--- config.mk ---
export PLATFORM = sky130hd
export DESIGN_NAME = spq_cell
export DESIGN_NICKNAME = d
export VERILOG_FILES = /design/src/hdl/spq_pkg.sv /design/src/hdl/spq_cell.sv
export SDC_FILE = /design/constraint.sdc
export NUM_CORES = 1
export LEC_CHECK = 0
export BUFFER_PORTS_ARGS = -buffer_cell sky130_fd_sc_hd__buf_2
export CORE_MARGIN = 2
export CORE_UTILIZATION = 43
export DETAILED_ROUTE_END_ITERATION = 6
export HOLD_SLACK_MARGIN = 0.06
export PLACE_DENSITY = 0.78
export REMOVE_ABC_BUFFERS = 1
export SLEW_MARGIN = 0
export SYNTH_ARGS = -nofsm -noshare
export SYNTH_HDL_FRONTEND = slang
export SYNTH_SLANG_ARGS = --single-unit
--- constraint.sdc ---
create_clock -name clk -period 6.1 [get_ports clk]
set_input_delay 1.22 -clock clk [delete_from_list [all_inputs] [get_ports clk]]
set_output_delay 1.22 -clock clk [all_outputs]
set_load 0.02 [all_outputs]
--- src/hdl/spq_pkg.sv ---
`timescale 1ns / 1ps
// ----------------------------------------------------------------------------
// spq_pkg: shared types and constants for the sorted priority queue
// Request and result structs, operation and status codes, cell command.
// ----------------------------------------------------------------------------
package spq_pkg;

    localparam int KEY_BITS          = 32;
    localparam int FIELD_BITS        = 32;
    localparam int PAYLOAD_WIDE_BITS = 64;
    localparam int DEPTH_DEFAULT     = 64;
    localparam int PAYLOAD_DEFAULT   = 32;

    typedef enum logic {
        OP_PUSH = 1'b0,
        OP_POP  = 1'b1
    } op_t;

    typedef enum logic [1:0] {
        ST_OK    = 2'd0,
        ST_EMPTY = 2'd1,
        ST_FULL  = 2'd2
    } status_t;

    typedef logic signed [KEY_BITS-1:0] key_t;

    typedef struct packed {
        op_t                   operation;
        key_t                  priority_key;
        logic [FIELD_BITS-1:0] payload;
    } spq_req_t;

    typedef struct packed {
        status_t               status;
        key_t                  out_key;
        logic [FIELD_BITS-1:0] out_payload;
    } spq_rsp_t;

    // Command broadcast to every cell of the row
    typedef struct packed {
        logic push;
        logic pop;
        key_t key;
    } spq_cmd_t;

endpackage

--- src/hdl/spq_cell.sv ---
`timescale 1ns / 1ps
// ----------------------------------------------------------------------------
// spq_cell: one slot of the sorted row
// Holds one entry, compares it with the broadcast key and shifts right on an
// insertion or left on a pop.
// ----------------------------------------------------------------------------
module spq_cell
    import spq_pkg::*;
#(
    parameter int PAYLOAD_BITS = PAYLOAD_DEFAULT,
    parameter bit HEAD         = 1'b0
)
(
    input  logic                    clk,
    input  logic                    rst_n,
    input  spq_cmd_t                cmd,
    input  logic [PAYLOAD_BITS-1:0] new_pay,
    input  logic                    left_valid,
    input  logic                    left_move,
    input  key_t                    left_key,
    input  logic [PAYLOAD_BITS-1:0] left_pay,
    input  logic                    right_valid,
    input  key_t                    right_key,
    input  logic [PAYLOAD_BITS-1:0] right_pay,
    output logic                    valid,
    output logic                    move,
    output key_t                    key,
    output logic [PAYLOAD_BITS-1:0] pay
);

    logic                    valid_reg;
    logic                    valid_next;
    key_t                    key_reg;
    key_t                    key_next;
    logic [PAYLOAD_BITS-1:0] pay_reg;
    logic [PAYLOAD_BITS-1:0] pay_next;
    logic                    behind;

    // Head yields only to a strictly smaller key; others yield on equal too
    assign behind = HEAD ? (key_reg > cmd.key) : (key_reg >= cmd.key);
    assign move   = !valid_reg || behind;

    // Next contents of the slot
    always_comb
    begin
        valid_next = valid_reg;
        key_next   = key_reg;
        pay_next   = pay_reg;
        if (cmd.push)
        begin
            valid_next = valid_reg | left_valid;
            if (move)
            begin
                if (left_move)
                begin
                    key_next = left_key;
                    pay_next = left_pay;
                end
                else
                begin
                    key_next = cmd.key;
                    pay_next = new_pay;
                end
            end
        end
        else if (cmd.pop)
        begin
            valid_next = right_valid;
            key_next   = right_key;
            pay_next   = right_pay;
        end
    end

    always_ff @(posedge clk or negedge rst_n)
    begin
        if (!rst_n)
        begin
            valid_reg <= 1'b0;
        end
        else
        begin
            valid_reg <= valid_next;
        end
    end

    // Entry data needs no reset: read only while valid
    always_ff @(posedge clk)
    begin
        key_reg <= key_next;
        pay_reg <= pay_next;
    end

    assign valid = valid_reg;
    assign key   = key_reg;
    assign pay   = pay_reg;

endmodule

==> impl_metrics.toml, run 1 <==
[clocking]
cts_resized = 0
cts_tree = "yes"
cts_buffers = 9
clock_latency_ns = 0.34
hold_buffers = 0
clkTransAtPathRegs_ns = 0.07
postCtsSetupBuffers = 0
cts.sinks = 65
ctsLongestPathBuffers = 2
root_buffer = "clkbuf_8"
htreeDepth = 3

[pwr]
pwr-share-comb_pct = 29.6
finalPower_mw = 1.397
power_density_nw_per_um2 = 242.3
clkPwrFrac_pct = 27.7
sw_frac_of_total_pct = 31.24
power.switching_uw = 436.2
p_leak_nw = 2.905
p_seq_share_pct = 42.7
p_int_uw = 960.3
vdd_drop_max_mv = 0.1167

[routing]
viasPerCell = 5.018
vias = 4009
drt_iter0_drc = 80
routedWlPerCell_um = 14.81
drt_first_pass_iters = 6
wl_um = 11830
ant_nets = 0
drc = 0

[worst_setup_path]
slowest_stage = "o31ai_2"
critPathRequiredTime_ns = 4.88
critPathTopFamily = "compound AO/OA/AOI/OAI gates"
critical_path_class = "in -> out"
cp_cell_sequence = "buf_2, inv_1, ha_1, a21oi_1, o21ai_0, a221o_1, o31ai_2, a21oi_1, nand3b_1, buf_2"
start_kind = "primary input"
crit_path_end_kind = "output pin"
arrival_ns = 3.14
reg2reg_slack_ns = 3.33
path_buf_inv = 3
cp_max_fo = 3
max_stage_delay_ns = 0.42

[logic_synthesis]
syn_area_per_cell_sq_um = 10.12
synth.cell_area_sq_um = 4130
ys_types = 28
synth_area_leaders = "edfxtp_1 47%, mux2i_1 16%, a21oi_1 9.7%"
synth_seq_area_share_pct = 47.14
syn_inst = 408
synth_most_common_cell = "a21oi_1"
synthArstFlopShare_pct = 1.538
synth-seq-cells = 65
ys_warn_count = 0
synth_edf_count = 64
netlist_top_cells_count = "80 x a21oi_1, 72 x nor2_1, 64 x edfxtp_1, 64 x mux2i_1, 34 x inv_1"
synth_top_area_share_pct = 46.53
synth_top_cell_by_area = "edfxtp_1"
synth_ff_type = "edfxtp_1"

[place]
place_congestion = 0.8490
dpl.hpwl_um = 9228
placed_area_sq_um = 5559
io_buffers = 264

[floorplan]
ioPinCount = 265
fp.coreArea_sq_um = 9284
fp.dieH_um = 102.0
initial_core_util_pct = 44.49
num_rows = 35
dieArea_sq_um = 10410
fp.dieW_um = 102.0

[hold_path]
hp-class = "reg -> reg"

[sta]
tightest_slew_ns = 1.081
clock-skew-final_ns = 0.01222
setup_viol = 0
finalHoldViolCount = 0
tns_ns = 0
report.final.slew_viol_count = 0
max_slew_margin_pct = 27.94
fmaxAchievable_ghz = 0.2295
holdWs_ns = 0.5778
post-route-period-util_pct = 71.42
finalCriticalPeriod_ns = 4.357
rsz0062_at_grt = "no"

[grt]
grt-ovfl-total = 0
grt_pass1_wl_um = 17430
antenna_found_initial = 2
grt_max_degree = 84
track_usage_pct = 21.92
grt_pass1_vias = 3836

[finish]
nNetsFinal = 895
fin_util_pct = 62.08
syn_to_final_growth_pct = 39.53
drive_above_1_share_pct = 42.22
postLayoutCellArea_sq_um = 5763
num-fill-cells = 830
register_area_sq_um = 1947
multiInputGateArea_sq_um = 1974

[status]
status = "finished clean"

[job]
max-cap-violations = 0
==> stage by stage <==
step / instances / setup WS [ns]
after floorplan: 386 / 0.06455
after global placement: 782 / 1.786
after detailed placement: 782 / 1.741
after CTS: 797 / 1.736
after global routing: 798 / 1.655
final: 799 / 1.743
==> cell usage in the layout (no fill, tap or decap), types with 2 or more instances in the layout <==
cell type  instances
bufinv_16          2
nor2_1            72
clkbuf_8           9
inv_1             34
buf_4              5
edfxtp_1          64
o21ai_0            4
a21oi_1           79
nand4_1            9
diode_2            2
nand3_1            5
nand2_1            6
nand3b_1           2
buf_2            262
clkinv_1           3
mux2i_1           64
ha_1              32
==> per-layer routing <==
metal  wire, um  vias up  track usage (%)
met2       6061      167            39.32
met3        908       21            6.908
li1           -     1998                -
met1       4603     1823            23.37
met4        257        0            10.46
met5          0        -                0
==> tightest hold or removal path: stages (launching register included) <==
cell and delay [ns]:
dfrtp_1 0.36, nor2_1 0.05, a21oi_1 0.12
==> path summary, 6_finish.rpt <==
kind | cells after the start | to | from
min in group asynchronous | 1 | valid | rst_n
worst min-delay path | 2 | valid | valid
worst max register to register | 7 | key[25] | key[23]
worst max-delay path | 10 | move | cmd[7]
worst min register to register | 2 | valid | valid
max in group asynchronous | 1 | valid | rst_n
==> logic make-up (layout without fill, tap and decap cells) <==
group | count (synthesis) | count (layout) | synth area share, %
AO/OA/AOI/OAI | 93 | 93 | 12.09
multiplexers | 64 | 64 | 15.51
flip-flops | 65 | 65 | 47.14
adder cells (fa/ha/maj) | 32 | 32 | 9.694
buffers and inverters | 56 | 316 | 5.332
AND/OR/NAND/NOR | 98 | 98 | 10.24
other | 0 | 2 | 0
==> power by group through the flow <==
stage | Sequential (mW) | Clock (mW) | Combinational [mW]
2_1_floorplan | 0.688 | 0 | 0.145
3_3_place_gp | 0.602 | 0 | 0.402
3_5_place_dp | 0.605 | 0 | 0.414
4_1_cts | 0.597 | 0.399 | 0.416
5_1_grt | 0.603 | 0.417 | 0.452
6_report | 0.596 | 0.387 | 0.414
==> area by class of cell <==
class / instances / area share, %
Sequential cell: 65 / 33.78
Tap cell: 129 / 2.801
Timing Repair Buffer: 267 / 23.40
Antenna cell: 2 / 0.08684
Clock buffer: 10 / 2.214
Inverter: 34 / 2.214
Multi-Input combinational cell: 287 / 34.26
Clock inverter: 5 / 1.238
Power figures use the tool's default switching activity.
==> run 2: changes to the inputs <==
Settings changed: ABC_AREA set to 1, CORE_UTILIZATION 43 to 39, PLACE_DENSITY 0.78 to 0.75.
Clock period 6.1 ns to 3.55 ns, I/O delays scaled along.
==> run 2 against run 1 <==
Against the previous run:
- first-iteration DRC count rose to 3.7 times the previous value
- non-clock buffer count rose by 2
- combinational power rose by 66%
- final cell count rose by 12%
- critical endpoint unchanged
==> impl_metrics.toml, run 2 <==
[status]
status = "finished clean"

[floorplan]
fp.dieW_um = 106.6
fp.coreArea_sq_um = 10280
initial_core_util_pct = 39.94
dieArea_sq_um = 11360
num_rows = 37
fp.dieH_um = 106.6
ioPinCount = 265

[clocking]
htreeDepth = 3
cts_buffers = 9
hold_buffers = 0
ctsLongestPathBuffers = 2
root_buffer = "clkbuf_8"
cts.sinks = 65
cts_tree = "yes"
clkTransAtPathRegs_ns = 0.07
postCtsSetupBuffers = 0
clock_latency_ns = 0.34
cts_resized = 0

[sta]
clock-skew-final_ns = 0.01444
rsz0062_at_grt = "no"
layout_setup_ws_ns = 0.6857
finalCriticalPeriod_ns = 2.864
setup_viol = 0
fmaxAchievable_ghz = 0.3491
max_slew_margin_pct = 26.45
report.final.slew_viol_count = 0
post-route-period-util_pct = 80.68
tns_ns = 0
tightest_slew_ns = 1.102
finalHoldViolCount = 0
holdWs_ns = 0.1423

[grt]
grt_pass1_wl_um = 19710
grt_pass1_vias = 4358
grt_max_degree = 65
antenna_found_initial = 0
track_usage_pct = 21.85
grt-ovfl-total = 0

[place]
io_buffers = 264
pre_cts_ws_ns = 0.5978
placed_area_sq_um = 5520
dpl.hpwl_um = 9369
place_congestion = 0.9225
dp_cells = 877

[logic_synthesis]
synth_seq_area_share_pct = 47.42
synthArstFlopShare_pct = 1.538
ys_types = 27
synth_most_common_cell = "nand2_1"
syn_inst = 499
syn_area_per_cell_sq_um = 8.227
synth-seq-cells = 65
synth_ff_type = "edfxtp_1"
synth_top_area_share_pct = 46.81
netlist_top_cells_count = "99 x nand2_1, 81 x o21ai_1, 70 x nor2_1, 64 x edfxtp_1, 51 x o21ai_0"
synth_top_cell_by_area = "edfxtp_1"
synth_edf_count = 64
synth_area_leaders = "edfxtp_1 47%, o21ai_1 9.9%, ha_1 9.8%"
ys_warn_count = 0
synth.cell_area_sq_um = 4105

[pwr]
p_leak_nw = 2.877
power_density_nw_per_um2 = 428.3
vdd_drop_max_mv = 0.2405
finalPower_mw = 2.468

[worst_setup_path]
crit_path_end_kind = "output pin"
critical_path_class = "in -> out"
arrival_ns = 2.15
cp_max_fo = 4
start_kind = "primary input"
critPathRequiredTime_ns = 2.84

[routing]
viasPerCell = 4.950
ant_nets = 0
wl_um = 12480
routedWlPerCell_um = 13.97
drc = 0
drt_iter0_drc = 294
drt_first_pass_iters = 7
vias = 4420

[finish]
final_cell_mix = "264 x buf_2, 98 x nand2_1, 81 x o21ai_1"
final_cells = 893
final_common_cell = "buf_2"
syn_to_final_growth_pct = 40.38
n_antenna_cell = 0
nNetsFinal = 983
fin_util_pct = 56.07
drive_above_1_share_pct = 38.97
postLayoutCellArea_sq_um = 5763

[hold_path]
hp-class = "in -> async"

[job]
max-cap-violations = 0
-- run 2: cell count changes after synthesis, moves of 9 or more --
cell      delta
clkbuf_1     +9
a21oi_1     -67
o21ai_1     +81
nand2_1     +93
mux2i_1     -64
o21ai_0     +47
-- run 2: where the power goes --
part           internal, mW  leakage [nW]  switching [mW]
registers             0.976         0.638          0.0376
logic                 0.259          2.12           0.428
clock network         0.471         0.117           0.297
-- run 2: layout make-up --
cell class,count,area (sq um)
Clock buffer,10,127.6
Inverter,43,161.4
Fill cell,1005,4514
Timing Repair Buffer,269,1359
Tap cell,136,170.2
Clock inverter,6,115.1
Sequential cell,65,1947
Multi-Input combinational cell,364,1883
-- run 2: cell families (layout without fill, tap and decap cells) --
family,Yosys count,in the layout,synth area share [%]
AOI/OAI and AO/OA,151,151,18.81
adders and majority gates,32,32,9.753
buffers and inverters,70,328,6.766
DFF,65,65,47.42
and+or+nand+nor,181,181,17.25
-- run 2: per-layer routing --
metal	global-route usage, %	routed length [um]	vias to the layer above
met5	0	0	-
met4	8.905	272	0
met3	4.742	1048	25
met2	38.85	6406	209
met1	25.47	4751	1985
li1	-	-	2201
-- run 2: path summary, 6_finish.rpt --
kind,slack [ns],to,cells past startpoint,start
setup / recovery,0.69,move,12,cmd[31]
hold / removal,0.14,valid,1,rst_n
setup reg to reg,1.07,pay[10],12,key[31]
hold reg to reg,0.64,valid,4,valid
max in group asynchronous,3.32,valid,1,rst_n
min in group clk,0.61,valid,3,right_valid
-- run 2: critical path, cell delays in order --
cell	delay [ns]
buf_2	0.09
inv_1	0.04
ha_1	0.34
nand2_1	0.10
nor2_2	0.14
nand2_2	0.07
nor3_2	0.21
nand2_1	0.10
nand2_1	0.06
nand2_1	0.06
nand3_2	0.06
buf_2	0.17
